$ cat src/sv/lctpl_pkg.sv
// shared types, constants and helper functions of the lc-trie prefix lookup
package lctpl_pkg;

  localparam int unsigned NodeEntriesDef   = 4096;
  localparam int unsigned SubnetEntriesDef = 1024;
  localparam int unsigned BaseEntriesDef   = 1024;
  localparam int unsigned MaxStepsDef      = 32;
  localparam int unsigned QueueDepthDef    = 2;

  localparam int unsigned NodeW   = 22;
  localparam int unsigned SubnetW = 49;
  localparam int unsigned BaseW   = 10;

  typedef enum logic [1:0] {
    OP_WR_NODE   = 2'd0,
    OP_WR_SUBNET = 2'd1,
    OP_WR_BASE   = 2'd2,
    OP_LOOKUP    = 2'd3
  } op_e;

  typedef struct packed {
    op_e         op;
    logic        wr_ok;
    logic [11:0] index;
    logic [4:0]  branch;
    logic [4:0]  skip;
    logic [11:0] child;
    logic [31:0] addr;
    logic [5:0]  len;
    logic        has_parent;
    logic [9:0]  parent;
    logic [9:0]  base;
    logic [31:0] key;
  } item_t;

  typedef struct packed {
    logic [4:0]  branch;
    logic [4:0]  skip;
    logic [11:0] child;
  } node_t;

  typedef struct packed {
    logic [31:0] addr;
    logic [5:0]  len;
    logic        has_parent;
    logic [9:0]  parent;
  } subnet_t;

  typedef enum logic [2:0] {
    ST_IDLE,
    ST_NODE,
    ST_STEP,
    ST_BASE,
    ST_SUB,
    ST_DONE
  } back_state_e;

  // n key bits at msb-first position pos, bits past 31 read as zero
  function automatic logic [31:0] key_bits(input logic [31:0] key, input logic [6:0] pos,
                                           input logic [4:0] n);
    logic [31:0] t;
    logic [5:0]  sh;
    t  = key << pos[4:0];
    sh = 6'd32 - {1'b0, n};
    if (n == 5'd0 || pos >= 7'd32) begin
      return '0;
    end
    return t >> sh;
  endfunction

  // top len bits of diff all zero, length clamped to 32
  function automatic logic prefix_match(input logic [31:0] diff, input logic [5:0] len);
    logic [5:0] l;
    l = (len > 6'd32) ? 6'd32 : len;
    return (diff & ~(32'hFFFF_FFFF >> l)) == 32'd0;
  endfunction

endpackage

$ cat src/sv/lctpl_queue.sv
// short fifo of decoded items between front and back
module lctpl_queue
  import lctpl_pkg::*;
#(
  parameter int unsigned DEPTH = QueueDepthDef,
  localparam int unsigned PW = (DEPTH > 1) ? $clog2(DEPTH) : 1,
  localparam int unsigned CW = $clog2(DEPTH + 1)
) (
  input  logic  clk_i,
  input  logic  rst_ni,
  input  logic  push_valid_i,
  output logic  push_ready_o,
  input  item_t push_item_i,
  output logic  pop_valid_o,
  output item_t pop_item_o,
  input  logic  pop_i
);

  item_t         slot_q [DEPTH];
  logic [PW-1:0] wr_q, rd_q;
  logic [CW-1:0] cnt_q;
  logic          push, pop;

  assign push_ready_o = cnt_q != CW'(DEPTH);
  assign pop_valid_o  = cnt_q != '0;
  assign push         = push_valid_i && push_ready_o;
  assign pop          = pop_i && pop_valid_o;
  assign pop_item_o   = slot_q[rd_q];

  always_ff @(posedge clk_i or negedge rst_ni) begin
    if (!rst_ni) begin
      wr_q  <= '0;
      rd_q  <= '0;
      cnt_q <= '0;
    end else begin
      if (push) begin
        wr_q <= (wr_q == PW'(DEPTH - 1)) ? '0 : wr_q + 1'b1;
      end
      if (pop) begin
        rd_q <= (rd_q == PW'(DEPTH - 1)) ? '0 : rd_q + 1'b1;
      end
      if (push && !pop) begin
        cnt_q <= cnt_q + 1'b1;
      end else if (pop && !push) begin
        cnt_q <= cnt_q - 1'b1;
      end
    end
  end

  always_ff @(posedge clk_i) begin
    if (push) begin
      slot_q[wr_q] <= push_item_i;
    end
  end

endmodule

$ cat config.mk
export PLATFORM = sky130hd
export DESIGN_NAME = lctpl_queue
export DESIGN_NICKNAME = d
export VERILOG_FILES = /design/src/sv/lctpl_pkg.sv /design/src/sv/lctpl_queue.sv
export SDC_FILE = /design/constraint.sdc
export NUM_CORES = 1
export LEC_CHECK = 0
export BUFFER_PORTS_ARGS = -buffer_cell sky130_fd_sc_hd__buf_2
export CAP_MARGIN = 20
export CORE_MARGIN = 4
export CORE_UTILIZATION = 45
export CTS_CLUSTER_DIAMETER = 100
export DETAILED_ROUTE_END_ITERATION = 16
export HOLD_SLACK_MARGIN = 0.12
export PLACE_DENSITY = 0.78
export SYNTH_ARGS = -nofsm -noshare
export SYNTH_HDL_FRONTEND = slang
export SYNTH_SLANG_ARGS = --single-unit
$ cat constraint.sdc
create_clock -name clk_i -period 8.6 [get_ports clk_i]
set_input_delay 0.43 -clock clk_i [delete_from_list [all_inputs] [get_ports clk_i]]
set_output_delay 0.43 -clock clk_i [all_outputs]
set_load 0.03 [all_outputs]
* Word level (Yosys, flattened, before mapping)
Memories as Yosys holds them, arrays and structs flattened.
Cells that the tools add are included.
** Storage, ports and cells
- Register bits :: 4
- Memory bits (writable) :: 256
- Input port bits :: 132
- Output and inout bits :: 130
- Logic and storage cells :: 23
- Memories :: 1
** Cells by class
- Add/subtract/negate cells :: 4
- Equality and inequality tests :: 1
- Mux-type cells :: 6
- Reduce and logical (&&, ||, !) cells :: 8
** Memory list
- slot_q :: words 2, width 128, read ports 1, clocked after Yosys merged registers in 0, wr ports 1, RTL line lctpl_queue.sv:19 : item_t slot_q [DEPTH];
** Operators by type and width (number)
- $logic_and A1 B1 Y1 :: 4
- $mux W1 :: 4
- $mux W2 :: 2
- $reduce_bool A2 Y1 :: 2
- $add A1 B1 Y1 const B :: 2
- $add A2 B1 Y2 const B :: 1
- $logic_not A1 Y1 :: 2
- $ne A2 B2 Y1 const B :: 1
- $sub A2 B1 Y2 const B :: 1

* Depth between registers and ports, before layout
Gate-level depths: netlist (run 1).
- Depth in word-level cells :: 6
- Depth in mapped cells :: 7
- Depth with buffers taken out :: 7

* Worst setup path after synthesis (run 1)
Ideal clock, no wire load.
- Path type :: register to register
- Start :: reg cnt_q[0]
- End :: mem slot_q[0][0] in the netlist's numbering (enable)
- Setup time :: 617 ps
- Arrival time :: 6209 ps
- Required time :: 7983 ps
- Path slack :: 1774 ps
- Cell stages (with the launch flop) :: 4
- Path buffers :: 0
- Clock period less this slack :: 6826 ps
- Cells stage by stage :: dfrtp_1 -> nand2b_1 -> nand2_1 -> nor2_1
** On the way
- Word-level cells in the longest chain between the ends :: 4
** Ends and longest elaborated chain
- start, declared :: RTL line lctpl_queue.sv:21 : logic [CW-1:0] cnt_q;
- start signal, assigned :: RTL line lctpl_queue.sv:43 : cnt_q <= cnt_q + 1'b1;
- start signal, assigned :: RTL line lctpl_queue.sv:45 : cnt_q <= cnt_q - 1'b1;
- $ne A2 B2 Y1 :: RTL line lctpl_queue.sv:24 : assign push_ready_o = cnt_q != CW'(DEPTH);
- net push_ready_o :: RTL line lctpl_queue.sv:12 : output logic push_ready_o,
- $logic_and A1 B1 Y1 :: RTL line lctpl_queue.sv:26 : assign push = push_valid_i && push_ready_o;
- $mux W1 :: RTL line lctpl_queue.sv:51 : if (push) begin
- $mux W1 (not written as such) :: RTL line lctpl_queue.sv:52 : slot_q[wr_q] <= push_item_i;
- end, declared :: RTL line lctpl_queue.sv:19
The timed path passes the listed nets, and every way through them passes these cells.

==> results of run 1 <==
## synthesized netlist by cell type
master	instances	area [sq um]
ha_1	1	12.5
xor2_1	2	17.5
buf_2	1	5.00
inv_1	1	3.75
nor2_1	2	7.51
mux2_2	128	1440
xnor2_1	3	26.3
nand2_1	2	7.51
or2_2	1	6.26
edfxtp_1	256	7690
and3_1	1	6.26
buf_6	13	146
nand2b_1	1	6.26
dfrtp_1	4	100
## metrics by stage
step           setup WS, ns  utilization
6_report               5.21        0.643
2_1_floorplan          1.77            -
3_3_place_gp           5.78        0.537
4_1_cts                5.16        0.642
3_5_place_dp           5.71        0.537
5_1_grt                5.06        0.643
## state kept, by name (all words and copies together), names as in the netlist
signal / count
cnt_q: 2
slot_q: 256
rd_q: 1
wr_q: 1
## cell families after synthesis
logic type | synth area share
multiplexers | 0.152
XOR/XNOR | 0.00462
flip-flops | 0.822
buffers and inverters | 0.0164
adder cells (fa/ha/maj) | 0.00132
AND/OR/NAND/NOR | 0.00357
## power by group through the flow
stage	clock network (mW)	logic [mW]	registers (mW)
floorplan	0	1.22	1.85
global placement	0	1.54	1.85
detailed placement	0	1.56	1.87
CTS	1.12	1.61	1.85
global route	1.17	1.69	1.87
finish	1.09	1.61	1.85
## worst paths after layout
path,endpoint,slack [ns],cells past startpoint
max,pop_item_o[90],5.21,3
min,cnt_q[1],0.25,2
max reg2reg,slot_q[1][28],5.96,3
min reg2reg,cnt_q[1],0.53,1
max in group asynchronous,rd_q,8.22,2
min in group clk_i,rd_q,0.25,3
## worst max-delay path: stages, from the launching register on
cell and delay, ns:
dfrtp_4 0.80, buf_4 0.87, mux2_2 0.43, buf_2 0.18
## final cells by class
class / instances / area [sq um] / area share
diodes: 1 / 2.50 / 0.000190
multi-input cells: 141 / 1540 / 0.117
clock inverters: 11 / 104 / 0.00788
inverters: 1 / 3.75 / 0.000285
flip-flops and latches: 260 / 7790 / 0.591
clock buffers: 39 / 741 / 0.0562
well taps: 270 / 338 / 0.0256
repair buffers: 395 / 2660 / 0.201
## metal layers
metal  track usage  wire length (microns)  up-vias
met1         0.204                   7910     2566
met2         0.302                  10700      231
li1              -                      -     2483
met4        0.0462                    513        2
met3        0.0413                   1400       39
met5             0                     12        -
## what timing repair did
action	in CTS	in global routing
hold endpoints to repair	260	0
gates resized for setup	0	0
hold buffers	129	0
==> results.md, run 1 <==
- CTS tree: done
- Num ports: about 260
- F_max: a little under 300 MHz
- Slew margin rel.: 0.251
- Total power: 4.54 mW
- WP data required: 8.17 ns
- DRT antenna net count: 0
- Leakage power: between 4 and 5 nW
- Worst Hold Slack: around 0.25 ns
- GRT Overall Usage: 0.169
- Total vias in the final route: 5321
- Initial Util: 0.462
- Crit Path Category: reg2out
- Slew Limit Fails: 0
- Post-route clock skew: a little over 0.01 ns
- Outcome: finished, final reports clean
- Most common cell after layout, fill and taps aside: buf_2
- First-pass GRT wire length: roughly 32000 microns
- Detail Placement HPWL: approximately 12000 microns
- Minimum clock period: between 3 and 4 ns
- Mapped Cells: 416
- WL final: between 20000 and 25000 microns
- Internal power: 2.96 mW
- Number of iterations in the first detailed-routing pass: 4
- Sw Ratio: 0.350
- Clk root buf: clkbuf_16
- Final Hold Viols: 0
- Die width: between 150 and 200 microns
- Clk sinks: between 200 and 300
- Maximum VDD drop: approximately 270 uV
- DR WL/cell: 18.4 microns
- RSZ-0062 raised after global routing: false
- Crit path from: rd_q
- Final setup viols: 0
- # H-tree levels: 1
- Post-CTS setup repair buffer count: 0
- FF+latch count, synth: 260
- Port-buffer cells: about 260
- Crit path max fanout: 85
- Psw: between 1.5 and 2 mW
- Clock share of power: 0.240
- Tcrit/Tclk final: 0.394
- DIE AREA: between 20000 and 25000 sq um
- Max-cap violations: 0
- Area delta synth->final: 39.1%
- Worst flop-to-flop path startpoint: cnt_q[0]
- Slew @ Worst Pin: 1.12 ns
- Worst min path class: in2async
- Vias in the first global route: just under 6000
- Synthesized Nets: about 550
- Remaining global-route overflow: 0
- Sum Neg Setup Slack: 0 ns
- Yosys cell types: 14
- Clock latency on the worst-skew pair: around 0.5 ns
- Die H: ~150 microns
- Share of cells above drive strength 1: 0.512
- Flop pwr share: 0.406
- Synth warn: 0
- GP Congestion: 0.748
- Placed Cells: 937
- Row Count: 52
- Non-Filler Instances: between 1000 and 1500
- Combinational share of power: 0.354
- Share of the yosys chip area belonging to registers: 0.822
- # DRC: 0
- Commonest cells after routing, fill and taps aside: 261 x buf_2, 256 x edfxtp_1, 129 x dlygate4sd3_1, 128 x mux2_2, 27 x clkbuf_16
- Initial antenna violation count: 2
- Average size of a mapped cell: 22.8 sq um
- Startpoint types: flip-flop
- DRT iter0 DRCs: 240
- Fin nets: between 900 and 1000
- PwrDens: around 340 nW/um^2
- CP endpoint kind: output pin
- Via density: about 4.8
- Clock-pin slew on the worst setup and hold paths: about 0.060 ns
- Clock Path Buffers: 3
- Area after DPL: 11000 sq um
- Core area: around 20000 sq um
- Final Instance Area: 13200 sq um
- Post-Syn Area: around 9500 sq um
- Num CTS Buffers: 27
- Critical Path AT: 2.96 ns
- Pin count of the biggest net entering global routing: 86
- Total of fill cells in the finished design: about 1300
No activity file was read; power rests on OpenSTA's default activity.
==> inputs of run 2 (changes only) <==
- clock period: 8.6 -> 3.2 ns (I/O delays scaled with it)
==> run 2 against run 1 <==
Against the previous run: power increased to 2.7 times the previous value; combinational power increased to 2.7 times the previous value; sequential power rose to 2.7 times the previous value; clock power increased to 2.8 times the previous value; cell count grew 0.36%; sequential cell count unchanged; clock skew is 0.0015 ns lower; die area is the same; first-iteration DRC count increased by 8.8%; non-clock buffer count increased by 4; wire length rose by 0.72%; core utilization is 0.53 points higher; highest routed layer is now met4.
==> results.md, run 2 (synthesized netlist as in run 1, its figures left out) <==
- Clock Path Buffers: 3
- DRT antenna net count: 0
- Combinational share of power: 0.354
- Pin count of the biggest net entering global routing: 66
- Tcrit/Tclk final: 0.816
- Most common cell after layout, fill and taps aside: buf_2
- Startpoint types: flip-flop
- CTS tree: done
- Die H: approximately 150 microns
- Crit path cell chain: buf_4, mux2_2, buf_2
- First-pass GRT wire length: roughly 32000 microns
- R2R cell count: 4
- CP delay by family, top: flip-flops
- GP Congestion: a little under 0.8
- Initial Util: 0.462
- Placement Setup Slack: ~1.1 ns
- Area delta synth->final: 40.2%
- Crit Path Category: reg2out
- WP data required: 3.04 ns
- CP endpoint kind: output pin
- Fin nets: 964
- Worst min path class: in2reg
- # resized after CTS: 0
- Psw: approximately 4.3 mW
- Total of fill cells in the finished design: roughly 1400
- Leakage power: 5.03 nW
- Num CTS Buffers: 28
- Commonest cells after routing, fill and taps aside: 261 x buf_2, 256 x edfxtp_1, 132 x dlygate4sd3_1, 128 x mux2_2, 29 x clkbuf_16
- # DRC: 0
- Maximum VDD drop: around 680 uV
- PwrDens: approximately 930 nW/um^2
- Sum Neg Setup Slack: 0 ns
- F_max: around 380 MHz
- Final setup viols: 0
- Non-Filler Instances: about 1100
- Critical-path top delay cell: dfrtp_4
- Max-cap violations: 0
- # H-tree levels: 1
- Area after DPL: ~11000 sq um
- Placed Cells: around 940
- Setup WS post-layout: slightly below 0.6 ns
- Total vias in the final route: 5386
- Clk sinks: 260
- Number of iterations in the first detailed-routing pass: 4
- Flop pwr share: 0.402
- DIE AREA: roughly 23000 sq um
- DR WL/cell: 18.4 microns
- Met1 Use GR: 0.201
- Clock share of power: 0.244
- WL final: between 20000 and 25000 microns
- Global route hottest layer: met2
- RSZ-0062 raised after global routing: false
- Initial antenna violation count: 0
- Critical Path AT: around 2.5 ns
- Crit path max fanout: 44
- Post-route clock skew: between 0.008 and 0.009 ns
- GRT Overall Usage: 0.169
- Largest regs: slot_q: 256 flops, cnt_q: 2 flops
- Remaining global-route overflow: 0
- Core area: about 20000 sq um
- Clk root buf: clkbuf_16
- Max reg flops: around 260
- Detail Placement HPWL: about 12000 microns
- Met2 GRT Util: 0.307
- Clock latency on the worst-skew pair: 0.52 ns
- Vias in the first global route: 5918
- Die width: 153 microns
- Final Instance Area: 13300 sq um
- WP depth: 3
- Minimum clock period: roughly 2.6 ns
- Via density: slightly below 5
- Clock-pin slew on the worst setup and hold paths: around 0.060 ns
- Met3 global-route usage: 0.0376
- Slew @ Worst Pin: about 0.63 ns
- Share of cells above drive strength 1: 0.515
- Row Count: 52
- Internal power: between 8 and 9 mW
- Largest register by flop count: slot_q
- Slowest stage delay, CP: slightly above 0.8 ns
- Sw Ratio: 0.351
- Layout Utilization: 0.648
- Final Hold Viols: 0
- Num ports: between 200 and 300
- Port-buffer cells: around 260
- Slew margin rel.: 0.581
- Outcome: finished, final reports clean
- Crit path buf inv count: 2
- Slew Limit Fails: 0
- Hold path depth: 2
- DRT iter0 DRCs: approximately 260
-- run 2: path summary, 6_finish.rpt --
check / start / to / slack (ns)
max in group asynchronous: rst_ni / rd_q / 2.49
min reg2reg: cnt_q[1] / cnt_q[1] / 0.52
max reg2reg: cnt_q[0] / slot_q[0][22] / 1.18
min: push_item_i[15] / slot_q[1][15] / 0.36
max: rd_q / pop_item_o[15] / 0.59
min in group asynchronous: rst_ni / rd_q / 0.53
-- run 2: worst reg2reg max path: cells and delay by family, from the launching register on --
kind	cells	cell delay (ns)
and+or+nand+nor	3	0.82
DFF	1	0.40
buffers and inverters	1	0.40
-- run 2: metal layers --
layer | vias up | wire length [microns] | share of wire
met5 | - | 0 | 0
met4 | 0 | 605 | 0.029
met3 | 39 | 1290 | 0.062
met2 | 229 | 11000 | 0.53
met1 | 2624 | 7820 | 0.38
li1 | 2494 | - | -
-- run 2: repair_timing --
action,in CTS,in global routing
endpoints found under the hold margin,263,0
buffers inserted,0,0
hold buffers,132,0
-- run 2: final cells by class --
class | count | area [sq um] | area share
Timing Repair Buffer | 399 | 2740 | 0.206
Inverter | 1 | 3.75 | 0.000283
Clock inverter | 17 | 129 | 0.00970
Antenna cell | 1 | 2.50 | 0.000188
Multi-Input combinational cell | 141 | 1550 | 0.116
Clock buffer | 33 | 741 | 0.0557
Tap cell | 270 | 338 | 0.0254
Sequential cell | 260 | 7790 | 0.586
-- run 2: metrics by stage --
stage	hold slack, ns	power [mW]
CTS	0.332	12.4
detailed placement	-0.0315	9.27
floorplan	-0.136	8.16
global route	0.344	12.9
global placement	-0.0384	9.16
finish	0.358	12.3
-- run 2: power by group through the flow --
stage / sequential [mW] / clock (mW) / combinational, mW
CTS: 4.96 / 3.06 / 4.40
detailed placement: 5.02 / 0 / 4.25
finish: 4.96 / 3.01 / 4.38
global route: 5.03 / 3.24 / 4.61
floorplan: 4.88 / 0 / 3.28
global placement: 4.98 / 0 / 4.18
==> inputs of run 3 (changes only) <==
- PLACE_DENSITY: 0.78 -> 0.81
- clock period: 3.2 -> 2.4 ns (I/O delays scaled with it)
==> run 3 against run 2 <==
Against the previous run: cell count increased by 0.36%; count of clock-buffer cells in the layout rose by 6; power is 33% higher; sequential cell count unchanged; setup slack got worse by 0.37 ns; wire length rose by 1.4%; critical endpoint is now pop_item_o[40]; largest cell class unchanged.
==> results.md, run 3 (synthesized netlist as in run 1, its figures left out) <==
- Maximum VDD drop: about 790 uV
- Placement Setup Slack: between 0.6 and 0.7 ns
- Sum Neg Setup Slack: 0 ns
- Placed Cells: between 900 and 1000
- Max-cap violations: 0
- Combinational share of power: 0.368
- Initial Util: 0.462
- Worst Hold Slack: about 0.33 ns
- DIE AREA: approximately 23000 sq um
- F_max: 458 MHz
- Die width: ~150 microns
- Post-CTS setup repair buffer count: 0
- Crit Path Category: reg2out
- Area delta synth->final: 40.3%
- Clock-pin slew on the worst setup and hold paths: ~0.060 ns
- Area after DPL: 11200 sq um
- Worst min path class: in2reg
- Met2 GRT Util: 0.312
- Final Instance Area: between 10000 and 15000 sq um
- Port-buffer cells: 261
- WP data required: 2.28 ns
- Startpoint types: flip-flop
- Tcrit/Tclk final: 0.910
- Remaining global-route overflow: 0
- Via density: a little under 5
- Slew Limit Fails: 0
- CP endpoint kind: output pin
- Clk sinks: 260
- Most common cell after layout, fill and taps aside: buf_2
- Die H: 153 microns
- Largest register by flop count: slot_q
- Met3 global-route usage: 0.0418
- Minimum clock period: between 2 and 2.5 ns
- Vias in the first global route: a little over 6000
- Total vias in the final route: 5454
- PwrDens: about 1200 nW/um^2
- Met1 Use GR: 0.201
- Row Count: 52
- WL final: roughly 21000 microns
- CTS tree: done
- Share of cells above drive strength 1: 0.518
- Fin nets: 967
- Clock share of power: 0.233
- Clock latency on the worst-skew pair: 0.51 ns
- Hold path startpoint: push_item_i[66]
- Global route hottest layer: met2
- Post-route clock skew: roughly 0.008 ns
- Psw: between 5 and 6 mW
- Max reg flops: roughly 260
- Pin count of the biggest net entering global routing: approximately 100
- DR WL/cell: approximately 19 microns
- Crit path max fanout: 23
- Setup WS post-layout: 0.217 ns
- Outcome: finished, final reports clean
- Leakage power: roughly 5 nW
- Flop pwr share: 0.399
- Detail Placement HPWL: approximately 12000 microns
- DRT iter0 DRCs: approximately 290
- # DRC: 0
- Num CTS Buffers: 26
- Sw Ratio: 0.354
- First-pass GRT wire length: between 30000 and 40000 microns
- Crit path from: rd_q
- Non-Filler Instances: ~1100
- Worst flop-to-flop path startpoint: cnt_q[0]
- GP Congestion: between 0.7 and 0.8
- Clock Path Buffers: 3
- Core area: 20500 sq um
- DRT antenna net count: 0
- Num ports: between 200 and 300
- Commonest cells after routing, fill and taps aside: 261 x buf_2, 256 x edfxtp_1, 132 x dlygate4sd3_1, 128 x mux2_2, 27 x clkbuf_16
- # H-tree levels: 1
- Initial antenna violation count: 2
- Clk root buf: clkbuf_16
- Slew @ Worst Pin: 0.580 ns
- Number of iterations in the first detailed-routing pass: 5
- RSZ-0062 raised after global routing: false
- Slew margin rel.: 0.614
- Internal power: 10.6 mW
- GRT Overall Usage: 0.172
- Critical Path AT: 2.06 ns
- # resized after CTS: 0
- Final setup viols: 0
- Largest regs: slot_q: 256 flops, cnt_q: 2 flops
- Final Hold Viols: 0
-- run 3: final cells by class --
| type | count | area, sq um |
|---|---|---|
| sequential | 260 | 7790 |
| inverter | 1 | 3.75 |
| multi-input combinational | 141 | 1560 |
| timing repair buffer | 404 | 2790 |
| antenna | 2 | 5.00 |
| tap | 270 | 338 |
| clock inverter | 9 | 70.1 |
| clock buffer | 39 | 741 |
| fill | 1407 | 7200 |
-- run 3: routing by layer --
metal  wire length, microns  vias to the layer above  share of wire
met1                   7750                     2678           0.37
met4                    661                        0          0.031
met2                  11200                      235           0.53
met5                      0                        -              0
met3                   1360                       51          0.065
li1                       -                     2490              -
-- run 3: what timing repair did --
| item | 4_1_cts | 5_1_grt |
|---|---|---|
| hold buffers | 132 | 0 |
| endpoints found under the hold margin | 263 | 0 |
| endpoints found under the setup margin | 0 | 0 |
-- run 3: worst max-delay path: stages (launching register included) --
cell and delay, ns:
dfrtp_4 0.67, buf_4 0.32, mux2_2 0.38, buf_2 0.18
-- run 3: power by group through the flow --
stage | sequential, mW | clock, mW | combinational [mW]
after floorplan | 6.51 | 0 | 4.39
after detailed placement | 6.64 | 0 | 5.87
after global routing | 6.64 | 4.13 | 6.37
final | 6.55 | 3.82 | 6.04
after global placement | 6.56 | 0 | 5.84
after CTS | 6.54 | 3.90 | 6.08
-- run 3: final timing paths --
check | cells past startpoint | to | slack [ns]
worst max register to register | 3 | slot_q[1][119] | 0.68
worst min register to register | 1 | cnt_q[1] | 0.56
worst max-delay path | 3 | pop_item_o[40] | 0.22
worst min-delay path | 2 | slot_q[0][66] | 0.33
min in group asynchronous | 3 | cnt_q[0] | 0.52
max in group asynchronous | 3 | rd_q | 1.68
-- run 3: through the flow --
stage / total power [mW] / util
after floorplan: 10.9 / -
after global placement: 12.4 / 0.544
after detailed placement: 12.5 / 0.544
after CTS: 16.5 / 0.648
after global routing: 17.1 / 0.649
final: 16.4 / 0.649
