--- config.mk ---
export PLATFORM = sky130hd
export DESIGN_NAME = lctpl_front
export DESIGN_NICKNAME = d
export VERILOG_FILES = /design/src/sv/lctpl_pkg.sv /design/src/sv/lctpl_front.sv
export SDC_FILE = /design/constraint.sdc
export NUM_CORES = 1
export LEC_CHECK = 0
export BUFFER_PORTS_ARGS = -buffer_cell sky130_fd_sc_hd__buf_2
export CORE_MARGIN = 3
export CORE_UTILIZATION = 44
export DETAILED_ROUTE_END_ITERATION = 12
export PLACE_DENSITY = 0.84
export SYNTH_ARGS = -nofsm -noshare
export SYNTH_HDL_FRONTEND = slang
export SYNTH_SLANG_ARGS = --single-unit
--- constraint.sdc ---
create_clock -name clk_i -period 12.15 [get_ports clk_i]
set_input_delay 2.43 -clock clk_i [delete_from_list [all_inputs] [get_ports clk_i]]
set_output_delay 2.43 -clock clk_i [all_outputs]
set_load 0.03 [all_outputs]
--- src/sv/lctpl_pkg.sv ---
// shared types, constants and helper functions of the lc-trie prefix lookup
package lctpl_pkg;

  localparam int unsigned NodeEntriesDef   = 4096;
  localparam int unsigned SubnetEntriesDef = 1024;
  localparam int unsigned BaseEntriesDef   = 1024;
  localparam int unsigned MaxStepsDef      = 32;
  localparam int unsigned QueueDepthDef    = 2;

  localparam int unsigned NodeW   = 22;
  localparam int unsigned SubnetW = 49;
  localparam int unsigned BaseW   = 10;

  typedef enum logic [1:0] {
    OP_WR_NODE   = 2'd0,
    OP_WR_SUBNET = 2'd1,
    OP_WR_BASE   = 2'd2,
    OP_LOOKUP    = 2'd3
  } op_e;

  typedef struct packed {
    op_e         op;
    logic        wr_ok;
    logic [11:0] index;
    logic [4:0]  branch;
    logic [4:0]  skip;
    logic [11:0] child;
    logic [31:0] addr;
    logic [5:0]  len;
    logic        has_parent;
    logic [9:0]  parent;
    logic [9:0]  base;
    logic [31:0] key;
  } item_t;

  typedef struct packed {
    logic [4:0]  branch;
    logic [4:0]  skip;
    logic [11:0] child;
  } node_t;

  typedef struct packed {
    logic [31:0] addr;
    logic [5:0]  len;
    logic        has_parent;
    logic [9:0]  parent;
  } subnet_t;

  typedef enum logic [2:0] {
    ST_IDLE,
    ST_NODE,
    ST_STEP,
    ST_BASE,
    ST_SUB,
    ST_DONE
  } back_state_e;

  // n key bits at msb-first position pos, bits past 31 read as zero
  function automatic logic [31:0] key_bits(input logic [31:0] key, input logic [6:0] pos,
                                           input logic [4:0] n);
    logic [31:0] t;
    logic [5:0]  sh;
    t  = key << pos[4:0];
    sh = 6'd32 - {1'b0, n};
    if (n == 5'd0 || pos >= 7'd32) begin
      return '0;
    end
    return t >> sh;
  endfunction

  // top len bits of diff all zero, length clamped to 32
  function automatic logic prefix_match(input logic [31:0] diff, input logic [5:0] len);
    logic [5:0] l;
    l = (len > 6'd32) ? 6'd32 : len;
    return (diff & ~(32'hFFFF_FFFF >> l)) == 32'd0;
  endfunction

endpackage

--- src/sv/lctpl_front.sv ---
// input stage: takes beats, decodes the operation and range-checks write indexes
module lctpl_front
  import lctpl_pkg::*;
#(
  parameter int unsigned NODE_ENTRIES   = NodeEntriesDef,
  parameter int unsigned SUBNET_ENTRIES = SubnetEntriesDef,
  parameter int unsigned BASE_ENTRIES   = BaseEntriesDef
) (
  input  logic        clk_i,
  input  logic        rst_ni,
  input  logic        in_valid_i,
  output logic        in_ready_o,
  input  logic [1:0]  func_i,
  input  logic [11:0] entry_index_i,
  input  logic [4:0]  node_branch_i,
  input  logic [4:0]  node_skip_i,
  input  logic [11:0] node_child_i,
  input  logic [31:0] subnet_addr_i,
  input  logic [5:0]  subnet_len_i,
  input  logic        has_parent_i,
  input  logic [9:0]  parent_subnet_i,
  input  logic [9:0]  base_subnet_i,
  input  logic [31:0] lookup_key_i,
  output logic        item_valid_o,
  output item_t       item_o,
  input  logic        item_ready_i
);

  logic        valid_q;
  item_t       item_q, item_d;
  logic [31:0] idx32;
  op_e         op;

  assign idx32      = {20'd0, entry_index_i};
  assign op         = op_e'(func_i);
  assign in_ready_o = !valid_q || item_ready_i;

  always_comb begin
    item_d            = '0;
    item_d.op         = op;
    item_d.index      = entry_index_i;
    item_d.branch     = node_branch_i;
    item_d.skip       = node_skip_i;
    item_d.child      = node_child_i;
    item_d.addr       = subnet_addr_i;
    item_d.len        = subnet_len_i;
    item_d.has_parent = has_parent_i;
    item_d.parent     = parent_subnet_i;
    item_d.base       = base_subnet_i;
    item_d.key        = lookup_key_i;
    unique case (op)
      OP_WR_NODE:   item_d.wr_ok = idx32 < 32'(NODE_ENTRIES);
      OP_WR_SUBNET: item_d.wr_ok = idx32 < 32'(SUBNET_ENTRIES);
      OP_WR_BASE:   item_d.wr_ok = idx32 < 32'(BASE_ENTRIES);
      default:      item_d.wr_ok = 1'b0;
    endcase
  end

  always_ff @(posedge clk_i or negedge rst_ni) begin
    if (!rst_ni) begin
      valid_q <= 1'b0;
    end else if (in_ready_o) begin
      valid_q <= in_valid_i;
    end
  end

  always_ff @(posedge clk_i) begin
    if (in_ready_o && in_valid_i) begin
      item_q <= item_d;
    end
  end

  assign item_valid_o = valid_q;
  assign item_o       = item_q;

endmodule

; Word-level counts from Yosys, hierarchy flattened
; Cells that the tools add are included.
[word_totals]
output_inout_bits = 130
reg_bits = 129
word_cells = 23
in_bits = 131
[op_classes]
n_mux = 1
eq_ne = 2
magnitude_cmp = 2
n_reduce_logical = 5
[ops]
columns = operator, n
row1 = $lt A12 B13 Y1 const B, 1
row2 = $lt A12 B11 Y1 const B, 1
row3 = $eq A2 B1 Y1 const B, 1
row4 = $eq A2 B2 Y1 const B, 1
row5 = $logic_not A2 Y1, 1
row6 = $pmux W1 S2, 1
row7 = $reduce_or A2 Y1, 1
row8 = $logic_and A1 B1 Y1, 1
row9 = $logic_not A1 Y1, 1
row10 = $logic_or A1 B1 Y1, 1

; Logic depth before layout (Yosys ltp)
; Gate-level depths: netlist of run 1.
[logic_depth]
ltp_word = 3
ltp_mapped = 4
depth_no_buf = 4

; Worst setup path after synthesis of run 1
; Ideal clock, no wire load.
[synth_path]
kind = input-to-reg
start = input port item_ready_i
end = register item_q, in the netlist item_o[0], enable pin
cell_stages = 2
setup_slack_ps = 5896
t_arrival_ps = 5752
setup_ps = 502
required_ps = 11648
n_path_buf = 0
path_cell_list = nand2b_1 > and2_1
[synth_via]
elab_chain_cells = 2
[synth_rtl]
columns = item, line_no
row1 = from (decl), lctpl_front.sv:26  ; input logic item_ready_i
row2 = $logic_or A1 B1 Y1, lctpl_front.sv:36  ; assign in_ready_o = !valid_q || item_ready_i;
row3 = $logic_and A1 B1 Y1, lctpl_front.sv:68  ; if (in_ready_o && in_valid_i) begin
row4 = to (signal assigned), lctpl_front.sv:69  ; item_q <= item_d;
row5 = to (decl), lctpl_front.sv:30  ; item_t item_q, item_d;
; No other way between the ends.
; A chain may end at the register's enable or synchronous reset.

; Worst setup path after layout of run 1
[layout_path]
start = input port item_ready_i
end = output port in_ready_o
[layout_via]
elab_chain_cells = 1
[layout_rtl]
columns = item, line_no
row1 = $logic_or A1 B1 Y1, lctpl_front.sv:36
row2 = to (decl), lctpl_front.sv:12  ; output logic in_ready_o,
; No other way between the ends.

==> metrics.md, run 1 <==
| Metric | Value |
|---|---|
| Crit end category | `output port` |
| Synth unique cells | `8` |
| Busiest grt layer | `met2` |
| Worst-Margin Slew | `968 ps` |
| Die width | `101 um` |
| Vias per inst | `4.50` |
| Share of the synthesized area in the top cell type | `0.976` |
| First-pass GRT wire length | `~13 mm` |
| Ports | `~260` |
| RSZ-0062 raised after global routing | `no` |
| Synthesized Nets | `around 270` |
| Number of diodes | `0` |
| Slew Viols, Final | `0` |
| Peak VDD IR | `between 0.0001 and 0.00015 V` |
| Power Internal | `around 0.00084 W` |
| Worst slew margin | `0.354` |
| Initial DRC Count | `between 60 and 70` |
| WL final | `9.10 mm` |
| Worst r2r src | `item_valid_o$_DFFE_PN0P_` |
| Cell Rows | `33` |
| Leak pwr | `approximately 2.6 nW` |
| R2R Path End | `item_o[56]$_DFFE_PP_` |
| Postcts setup bufs | `0` |
| CP required | `just under 10,000 ps` |
| GRT met1 Usage | `0.173` |
| GR Util All Layers | `0.178` |
| Die H | `around 100 um` |
| Routed length per instance | `~17 um` |
| CTS H-Tree Depth | `4` |
| Hold path endpoint | `item_valid_o$_DFFE_PN0P_` |
| FF-to-FF setup slack | `9790 ps` |
| P_sw | `roughly 0.00026 W` |
| Arrival time worst endpoint | `2870 ps` |
| Min Hold Slack | `roughly 530 ps` |
| Worst Slack Setup Final | `about 7000 ps` |
| Core area | `0.00846 mm^2` |
| Worst-path maximum fanout | `3` |
| Total die area | `around 0.01 mm^2` |
| Syn Inst Count | `139` |
| CTS root buf | `clkbuf_8` |
| GPL Wtd Cong | `0.734` |
| Achievable Freq | `~190 MHz` |
| TritonCTS clock tree | `yes` |
| Status | `finished, final reports clean` |
| Max_cap viols | `0` |
| Logic pwr share | `0.095` |
| Post-Syn Area | `approximately 0.0039 mm^2` |
| GR Util met2 | `0.313` |
| Design Area, Final | `~0.0059 mm^2` |
| CTS Hold Buffers Added | `0` |
| NumNets Final | `552` |
| Vias | `between 2k and 2.5k` |
| Hold Crit Start | `item_valid_o$_DFFE_PN0P_` |
| Pwr dens | `185 mW/mm^2` |
| Sequential power share | `0.478` |
| DRT Pass-1 Iters | `4` |
| Startpoint types | `input pin` |
| Clock sink count | `~130` |
| Final HPWL from detailed placement | `6.84 mm` |
| Num CTS Buffers | `17` |
| Final setup viols | `0` |
| Initial antenna violation count | `0` |
| Post-route DRC violation count | `0` |
| Clock-pin slew on the worst setup and hold paths | `60 ps` |
| Pre-CTS setup slack | `6850 ps` |
| Fraction of layout cells with a size suffix above 1 | `0.676` |
| Crit Path Class | `input pin to output port` |
| GRT overflow | `0` |
| CTS resizes | `0` |
| Worst-Skew Late Latency | `approximately 500 ps` |
| Final cycle utilization of the critical path | `0.436` |
| Clock share of power | `0.427` |
| Post-route ant nets | `0` |
| TNS Setup | `0 ps` |
| Yosys warning count | `0` |
| Vias in the first global route | `about 2.5k` |
| Area grow syn2layout | `50.8%` |
| Hold Path Class | `flop to flop` |
| Post-synth top area cell | `edfxtp_1` |
| Max clock buf depth | `2` |
| Syn Area/Cell | `28.3 um^2` |
| Initial core utilization | `0.465` |
| Crit path time final | `5300 ps` |
| Largest net degree at the start of global routing | `79` |
| R2R cell count | `3` |
| Hold Fails Final Rpt | `0` |
| Clk_skew | `9.18 ps` |
| Synth Register Bits | `~130` |
| Placed cell areas | `0.00538 mm^2` |
| Number of cells on the worst hold path | `2` |
| M3 GR Usage | `0.0955` |
| Sw frac | `0.235` |
| Sequential share of the synthesized area | `0.983` |
| IO Port Bufs | `260` |
| Main area contributors after synthesis | `edfxtp_1, dfrtp_1, ha_1` |
-- sequential cells by signal (all words and copies together), names as in the netlist --
register      count
item_o          128
item_valid_o      1
-- cell usage in the layout, fill, tap and decap left out --
cell / instances
buf_4: 1
edfxtp_1: 128
clkinv_1: 1
inv_1: 3
clkbuf_16: 16
clkinvlp_4: 4
clkinv_4: 1
and2_4: 1
bufinv_16: 2
clkinv_2: 4
a21oi_1: 1
clkbuf_1: 1
nand2b_1: 2
clkbuf_8: 1
inv_6: 2
or3b_1: 1
buf_2: 260
ha_1: 2
dfrtp_1: 1
-- kinds of logic (layout without fill, tap and decap cells) --
group           Yosys count  count (layout)  synth area share
simple gates              4               4           0.00699
buf+inv                   3             296           0.00286
compound gates            1               1           0.00127
fa+ha+maj                 2               2           0.00635
flops                   129             129             0.983
-- critical path, stage by stage --
cell and delay (ps):
buf_2 90, nand2b_1 160, buf_2 190
-- power groups by stage --
stage	sequential, W	combinational, W	clock (W)
2_1_floorplan	0.000586	0.00000934	0
5_1_grt	0.000527	0.000111	0.000503
4_1_cts	0.000526	0.000106	0.000479
6_report	0.000525	0.000104	0.000470
3_3_place_gp	0.000533	0.000103	0
3_5_place_dp	0.000534	0.000106	0
-- layer usage --
layer / vias up / wire, um
li1: 1124 / -
met1: 1124 / 2900
met2: 158 / 4960
met3: 12 / 1080
met4: 0 / 153
met5: - / 0
-- layout make-up --
type | instances | area, um^2
flip-flops and latches | 129 | 3870
clock buffers | 18 | 418
clock inverters | 14 | 140
multi-input cells | 7 | 60.1
fillers | 548 | 2530
well taps | 105 | 131
inverters | 3 | 11.3
repair buffers | 261 | 1310
-- stage by stage --
| step | total power, W | utilization | std cells |
|---|---|---|---|
| after global placement | 0.000637 | 0.636 | 505 |
| after global routing | 0.00114 | 0.702 | 537 |
| after floorplan | 0.000596 | - | 139 |
| after CTS | 0.00111 | 0.702 | 537 |
| final | 0.00110 | 0.702 | 537 |
| after detailed placement | 0.000640 | 0.636 | 505 |
-- cells in the mapped netlist --
cell / n
edfxtp_1: 128
inv_1: 3
ha_1: 2
nand2b_1: 2
a21oi_1: 1
and2_1: 1
dfrtp_1: 1
or3b_1: 1
-- how the worst max path moves through the flow --
stage | start | endpoint | depth (start not counted)
final | item_ready_i | in_ready_o | 3
after global routing | item_ready_i | in_ready_o | 3
after CTS | item_ready_i | in_ready_o | 3
after global placement | item_ready_i | in_ready_o | 3
after detailed placement | item_ready_i | in_ready_o | 3
after floorplan | item_ready_i | item_o[0]$_DFFE_PP_ | 2
Note: power is estimated with default switching activity, not from simulation.
==> inputs of run 2 (changes only) <==
- CORE_UTILIZATION: 44 -> 37
- PLACE_DENSITY: 0.84 -> 0.75
- clock period: 12.15 -> 4.85 ns (I/O delays scaled with it)
==> metrics.md, run 2 (same netlist as run 1, synthesis figures left out) <==
| Metric | Value |
|---|---|
| Clock share of power | `0.458 (was 0.427)` |
| Area grow syn2layout | `53.8% (was 50.8%)` |
| Initial antenna violation count | `0 (unchanged)` |
| Sequential power share | `0.452 (was 0.478)` |
| CTS resizes | `0 (unchanged)` |
| Crit Path Class | `input pin to flop (was input pin to output port)` |
| Post-route ant nets | `0 (unchanged)` |
| P_sw | `0.000648 W (was 0.000258 W)` |
| GRT overflow | `0 (unchanged)` |
| WL final | `8.95 mm (was 9.10 mm)` |
| Slew Viols, Final | `0 (unchanged)` |
| Ports | `261 (unchanged)` |
| Crit path time final | `around 2400 ps` |
| Slowest cell on crit path | `and2_4 (was buf_2)` |
| Number of diodes | `0 (unchanged)` |
| R2R cell count | `3 (unchanged)` |
| Hold Path Class | `input pin to async pin (was flop to flop)` |
| TritonCTS clock tree | `yes (unchanged)` |
| Crit path buf inv count | `2 (unchanged)` |
| Die width | `109 um (was 101 um)` |
| Final HPWL from detailed placement | `6.79 mm (was 6.84 mm)` |
| Pwr dens | `480 mW/mm^2 (was 185 mW/mm^2)` |
| Clock sink count | `129 (unchanged)` |
| GR Util All Layers | `0.143 (was 0.178)` |
| Final setup viols | `0 (unchanged)` |
| First-pass GRT wire length | `12.0 mm (was 13.0 mm)` |
| Postcts setup bufs | `0 (unchanged)` |
| DRT Pass-1 Iters | `4 (unchanged)` |
| Startpoint types | `input pin (unchanged)` |
| Total die area | `0.0119 mm^2 (was 0.0101 mm^2)` |
| Worst-Skew Late Latency | `510 ps (was 500 ps)` |
| Tot Pwr | `0.00291 W (was 0.00110 W)` |
| Arrival time worst endpoint | `2560 ps (was 2870 ps)` |
| Peak VDD IR | `0.000247 V (was 0.000123 V)` |
| Post-route DRC violation count | `0 (unchanged)` |
| Clock-pin slew on the worst setup and hold paths | `60 ps (about the same)` |
| Final cycle utilization of the critical path | `0.500` |
| Vias per inst | `4.20 (was 4.50)` |
| Commonest cells after routing, fill and taps aside | `buf_2, edfxtp_1, clkbuf_16 (unchanged)` |
| Achievable Freq | `approximately 400 MHz` |
| Initial core utilization | `0.381 (was 0.465)` |
| Worst slew margin | `0.441 (was 0.354)` |
| Leak pwr | `2.60 nW (was 2.57 nW)` |
| Hold Fails Final Rpt | `0 (unchanged)` |
| Sw frac | `0.223 (was 0.235)` |
| Worst Slack Setup Final | `2420 ps (was 6850 ps)` |
| Core area | `0.0103 mm^2 (was 0.00846 mm^2)` |
| Initial DRC Count | `72 (was 64)` |
| Die H | `109 um (was 101 um)` |
| Logic pwr share | `0.090 (was 0.095)` |
| Num CTS Buffers | `17 (unchanged)` |
| WP depth | `4 (was 3)` |
| Most common cell after layout, fill and taps aside | `buf_2 (unchanged)` |
| Layout Cells excl Fill | `569 (was 537)` |
| Crit end category | `flop (was output port)` |
| CP Cell Sequence | `buf_2 > nand2b_1 > and2_4 > buf_4 (was buf_2 > nand2b_1 > buf_2)` |
| Status | `finished, final reports clean (unchanged)` |
| Worst-path maximum fanout | `65 (was 3)` |
| CTS Hold Buffers Added | `0 (unchanged)` |
| CTS H-Tree Depth | `4 (unchanged)` |
| Max clock buf depth | `2 (unchanged)` |
| Clk_skew | `10.2 ps (was 9.18 ps)` |
| Worst-Margin Slew | `838 ps (was 968 ps)` |
| Power Internal | `0.00226 W (was 0.000841 W)` |
| Max_cap viols | `0 (unchanged)` |
| NumNets Final | `553 (was 552)` |
| Vias in the first global route | `2,331 (was 2,516)` |
| GPL Wtd Cong | `0.719 (was 0.734)` |
| Cell Rows | `37 (was 33)` |
| Routed length per instance | `15.7 um (was 16.9 um)` |
| Max incr delay on CP | `700 ps (was 190 ps)` |
| Largest net degree at the start of global routing | `66 (was 79)` |
| TNS Setup | `0 ps (unchanged)` |
| Inst Count DP | `537 (was 505)` |
| CTS root buf | `clkbuf_8 (unchanged)` |
| Max reg flops | `128 (unchanged)` |
| Pre-CTS setup slack | `1870 ps (was 6850 ps)` |
| Critical path's top delay family | `simple AND/OR/NAND/NOR gates (was buffers and inverters)` |
| RSZ-0062 raised after global routing | `no (unchanged)` |
| IO Port Bufs | `260 (unchanged)` |
| Vias | `2,389 (was 2,418)` |
| CP required | `4980 ps (was 9720 ps)` |
| Fraction of layout cells with a size suffix above 1 | `0.677 (was 0.676)` |
-- run 2: routing by layer --
layer	GRT usage	share of wire	up-vias
li1	-	-	1127
met1	0.145	0.34	1087
met2	0.235	0.51	162
met3	0.0770	0.13	13
met4	0.0748	0.019	0
met5	0	0	-
-- run 2: final timing paths --
path                                          startpoint                        to  slack (ps)
worst min-delay path                              rst_ni  item_valid_o$_DFFE_PN0P_         220
worst max register to register  item_valid_o$_DFFE_PN0P_      item_o[82]$_DFFE_PP_        2610
max in group asynchronous                         rst_ni  item_valid_o$_DFFE_PN0P_        4540
min in group clk_i              item_valid_o$_DFFE_PN0P_  item_valid_o$_DFFE_PN0P_         570
worst min register to register  item_valid_o$_DFFE_PN0P_  item_valid_o$_DFFE_PN0P_         570
worst max-delay path                        item_ready_i      item_o[82]$_DFFE_PP_        2420
-- run 2: per-stage QoR --
step / area [um^2] / util / hold WS, ps
final: 6060 / 0.587 / 224
after global routing: 6060 / 0.587 / 194
after CTS: 6060 / 0.587 / 195
after detailed placement: 5430 / 0.526 / 558
after global placement: 5430 / 0.526 / 513
after floorplan: 3940 / - / 674
-- run 2: final cells by class --
| cell class | instances | area (um^2) |
|---|---|---|
| Timing Repair Buffer | 262 | 1320 |
| Clock inverter | 15 | 216 |
| Tap cell | 136 | 170 |
| Inverter | 3 | 11.3 |
| Sequential cell | 129 | 3870 |
| Fill cell | 806 | 4270 |
| Clock buffer | 17 | 414 |
| Multi-Input combinational cell | 7 | 60.1 |
-- run 2: power groups by stage --
| stage | registers, W | logic [W] | clock network, W |
|---|---|---|---|
| 4_1_cts | 0.00132 | 0.000266 | 0.00136 |
| 2_1_floorplan | 0.00147 | 0.0000234 | 0 |
| 6_report | 0.00132 | 0.000262 | 0.00133 |
| 3_3_place_gp | 0.00134 | 0.000261 | 0 |
| 3_5_place_dp | 0.00134 | 0.000266 | 0 |
| 5_1_grt | 0.00132 | 0.000279 | 0.00141 |
==> inputs of run 3 (changes only) <==
- ABC_AREA: unset -> 1
- CORE_UTILIZATION: 37 -> 41
- PLACE_DENSITY: 0.75 -> 0.79
- clock period: 4.85 -> 2.5 ns (I/O delays scaled with it)
==> metrics.md, run 3 <==
| Metric | Value |
|---|---|
| Synthesized Nets | `275 (was 272)` |
| Most frequent cell after synthesis | `edfxtp_1 (unchanged)` |
| Status | `finished, final reports clean (unchanged)` |
| Commonest cells after routing, fill and taps aside | `buf_2, edfxtp_1, clkbuf_16 (unchanged)` |
| Area of the multi-input gates | `65.1 um^2 (was 60.1 um^2)` |
| Crit path buf inv count | `1 (was 2)` |
| GRT overflow | `0 (unchanged)` |
| Hold Fails Final Rpt | `0 (unchanged)` |
| Post-route DRC violation count | `0 (unchanged)` |
| GPL Wtd Cong | `0.794 (was 0.719)` |
| Power Internal | `0.00450 W (was 0.00226 W)` |
| Fraction of layout cells with a size suffix above 1 | `0.675 (was 0.677)` |
| Hold Crit Start | `subnet_addr_i[11]` |
| Number of diodes | `0 (unchanged)` |
| Achievable Freq | `approximately 590 MHz` |
| Final HPWL from detailed placement | `7.23 mm (was 6.79 mm)` |
| Sequential power share | `0.444 (was 0.452)` |
| Share of the synthesized area in the top cell type | `0.975 (was 0.976)` |
| Final setup viols | `0 (unchanged)` |
| DRT Pass-1 Iters | `4 (unchanged)` |
| Synth Register Bits | `129 (unchanged)` |
| Area grow syn2layout | `55.3% (was 53.8%)` |
| Vias in the first global route | `2,633 (was 2,331)` |
| Max incr delay on CP | `430 ps (was 700 ps)` |
| Worst-path maximum fanout | `3 (was 65)` |
| CTS H-Tree Depth | `4 (unchanged)` |
| Max clock buf depth | `2 (unchanged)` |
| Hold Path Class | `input pin to flop (was input pin to async pin)` |
| Syn Inst Count | `142 (was 139)` |
| Initial DRC Count | `141 (was 72)` |
| Routed length per instance | `16.5 um (was 15.7 um)` |
| Die width | `104 um (was 109 um)` |
| Clock share of power | `0.465 (was 0.458)` |
| CP Cell Sequence | `nand2_1 > buf_2 (was buf_2 > nand2b_1 > and2_4 > buf_4)` |
| Max_cap viols | `0 (unchanged)` |
| TritonCTS clock tree | `yes (unchanged)` |
| Vias | `2,469 (was 2,389)` |
| Post-route ant nets | `0 (unchanged)` |
| WL final | `9.32 mm (was 8.95 mm)` |
| Slew Viols, Final | `0 (unchanged)` |
| Pwr dens | `939 mW/mm^2 (was 480 mW/mm^2)` |
| Main synth FF type | `edfxtp_1 (unchanged)` |
| Die H | `104 um (was 109 um)` |
| Min Hold Slack | `185 ps (was 224 ps)` |
| TNS Setup | `0 ps (unchanged)` |
| Worst r2r src | `item_valid_o$_DFFE_PN0P_ (unchanged)` |
| Initial core utilization | `0.425 (was 0.381)` |
| Crit Path Class | `flop to output port (was input pin to flop)` |
| Leak pwr | `2.64 nW (was 2.60 nW)` |
| Worst-Skew Late Latency | `490 ps (was 510 ps)` |
| Post-synth top area cell | `edfxtp_1 (unchanged)` |
| Num CTS Buffers | `17 (unchanged)` |
| CTS root buf | `clkbuf_8 (unchanged)` |
| Initial antenna violation count | `1 (was 0)` |
| Number of flops mapped to enable cells by yosys | `128 (unchanged)` |
| Crit path time final | `1710 ps` |
| Core area | `0.00928 mm^2 (was 0.0103 mm^2)` |
| Beginning of the critical path | `item_valid_o$_DFFE_PN0P_ (was item_ready_i)` |
| Worst slew margin | `0.772 (was 0.441)` |
| Postcts setup bufs | `0 (unchanged)` |
| Syn Area/Cell | `27.8 um^2 (was 28.3 um^2)` |
| Post-Syn Area | `0.00394 mm^2 (about the same)` |
| Clock-pin slew on the worst setup and hold paths | `60 ps (about the same)` |
| Largest net degree at the start of global routing | `65 (was 66)` |
| Worst-Margin Slew | `342 ps (was 838 ps)` |
| Final cycle utilization of the critical path | `0.683` |
| Synth unique cells | `8 (unchanged)` |
| IO Port Bufs | `260 (unchanged)` |
| Max reg flops | `128 (unchanged)` |
| Sw frac | `0.216 (was 0.223)` |
| Layout filler cell count | `683 (was 806)` |
| P_sw | `0.00124 W (was 0.000648 W)` |
| Main area contributors after synthesis | `edfxtp_1, dfrtp_1, ha_1 (unchanged)` |
| Clock sink count | `129 (unchanged)` |
| Total die area | `0.0108 mm^2 (was 0.0119 mm^2)` |
| Clk_skew | `9.29 ps (was 10.2 ps)` |
| Top cells by instance count after synthesis | `edfxtp_1, inv_1, nand2_1 (was edfxtp_1, inv_1, ha_1, nand2b_1)` |
| Arrival time worst endpoint | `1210 ps (was 2560 ps)` |
| Fraction of registers with async set/reset | `0.00775 (unchanged)` |
| Most common cell after layout, fill and taps aside | `buf_2 (unchanged)` |
| Startpoint types | `flop (was input pin)` |
| Crit end category | `output port (was flop)` |
| NumNets Final | `557 (was 553)` |
| Logic pwr share | `0.091 (was 0.090)` |
| CP required | `2000 ps (was 4980 ps)` |
| CTS resizes | `0 (unchanged)` |
| Critical path's top delay family | `flip-flops (was simple AND/OR/NAND/NOR gates)` |
| First-pass GRT wire length | `14.1 mm (was 12.0 mm)` |
| Yosys warning count | `0 (unchanged)` |
| Tot Pwr | `0.00575 W (was 0.00291 W)` |
| Cell Rows | `35 (was 37)` |
| Sequential share of the synthesized area | `0.982 (was 0.983)` |
| Slowest cell on crit path | `dfrtp_2 (was and2_4)` |
| Vias per inst | `4.36 (was 4.20)` |
| Ports | `261 (unchanged)` |
| FF+latch area | `0.00387 mm^2 (about the same)` |
| Peak VDD IR | `0.000512 V (was 0.000247 V)` |
| GR Util All Layers | `0.173 (was 0.143)` |
| RSZ-0062 raised after global routing | `no (unchanged)` |
## run 3: logic make-up after synthesis
| group | share of synthesized area |
|---|---|
| buffers and inverters | 0.00476 |
| adders and majority gates | 0.00635 |
| AOI/OAI and AO/OA | 0.00349 |
| and+or+nand+nor | 0.00381 |
| DFF | 0.982 |
## run 3: worst paths after layout
check	endpoint	slack [ps]	depth (start not counted)
max in group asynchronous	item_valid_o$_DFFE_PN0P_	2080	2
worst max-delay path	in_ready_o	790	2
worst min register to register	item_valid_o$_DFFE_PN0P_	560	2
worst min-delay path	item_o[70]$_DFFE_PP_	180	1
min in group asynchronous	item_valid_o$_DFFE_PN0P_	330	2
worst max register to register	item_o[65]$_DFFE_PP_	1160	2
## run 3: cell type report
cell class / instances / area share
Timing Repair Buffer: 263 / 0.221
Sequential cell: 129 / 0.632
Multi-Input combinational cell: 8 / 0.0106
Clock buffer: 18 / 0.0683
Tap cell: 129 / 0.0264
Inverter: 5 / 0.00307
Clock inverter: 14 / 0.0384
## run 3: stage by stage
step	area, um^2	std cells	setup WS, ps	util
finish	6120	566	792	0.659
global route	6120	566	726	0.659
CTS	6120	566	757	0.659
detailed placement	5460	533	952	0.588
global placement	5460	533	983	0.588
floorplan	3950	142	-603	-
## run 3: power groups by stage
stage               Clock [W]  Sequential (W)  Combinational [W]
CTS                   0.00273         0.00256           0.000529
finish                0.00267         0.00255           0.000522
floorplan                   0         0.00284          0.0000485
global placement            0         0.00259           0.000513
detailed placement          0         0.00260           0.000527
global route          0.00285         0.00256           0.000552
## run 3: layer usage
layer / routed length (um) / part of all wire / up-vias / track usage
met5: 14 / 0.0015 / - / 0
met1: 3160 / 0.34 / 1161 / 0.179
met4: 126 / 0.014 / 2 / 0.0684
met2: 5050 / 0.54 / 158 / 0.304
li1: - / - / 1134 / -
met3: 973 / 0.10 / 14 / 0.0813
## run 3: repair_timing
| item | CTS | global route |
|---|---|---|
| endpoints found under the setup margin | 0 | 0 |
| hold endpoints to repair | 1 | 0 |
| hold buffers | 1 | 0 |
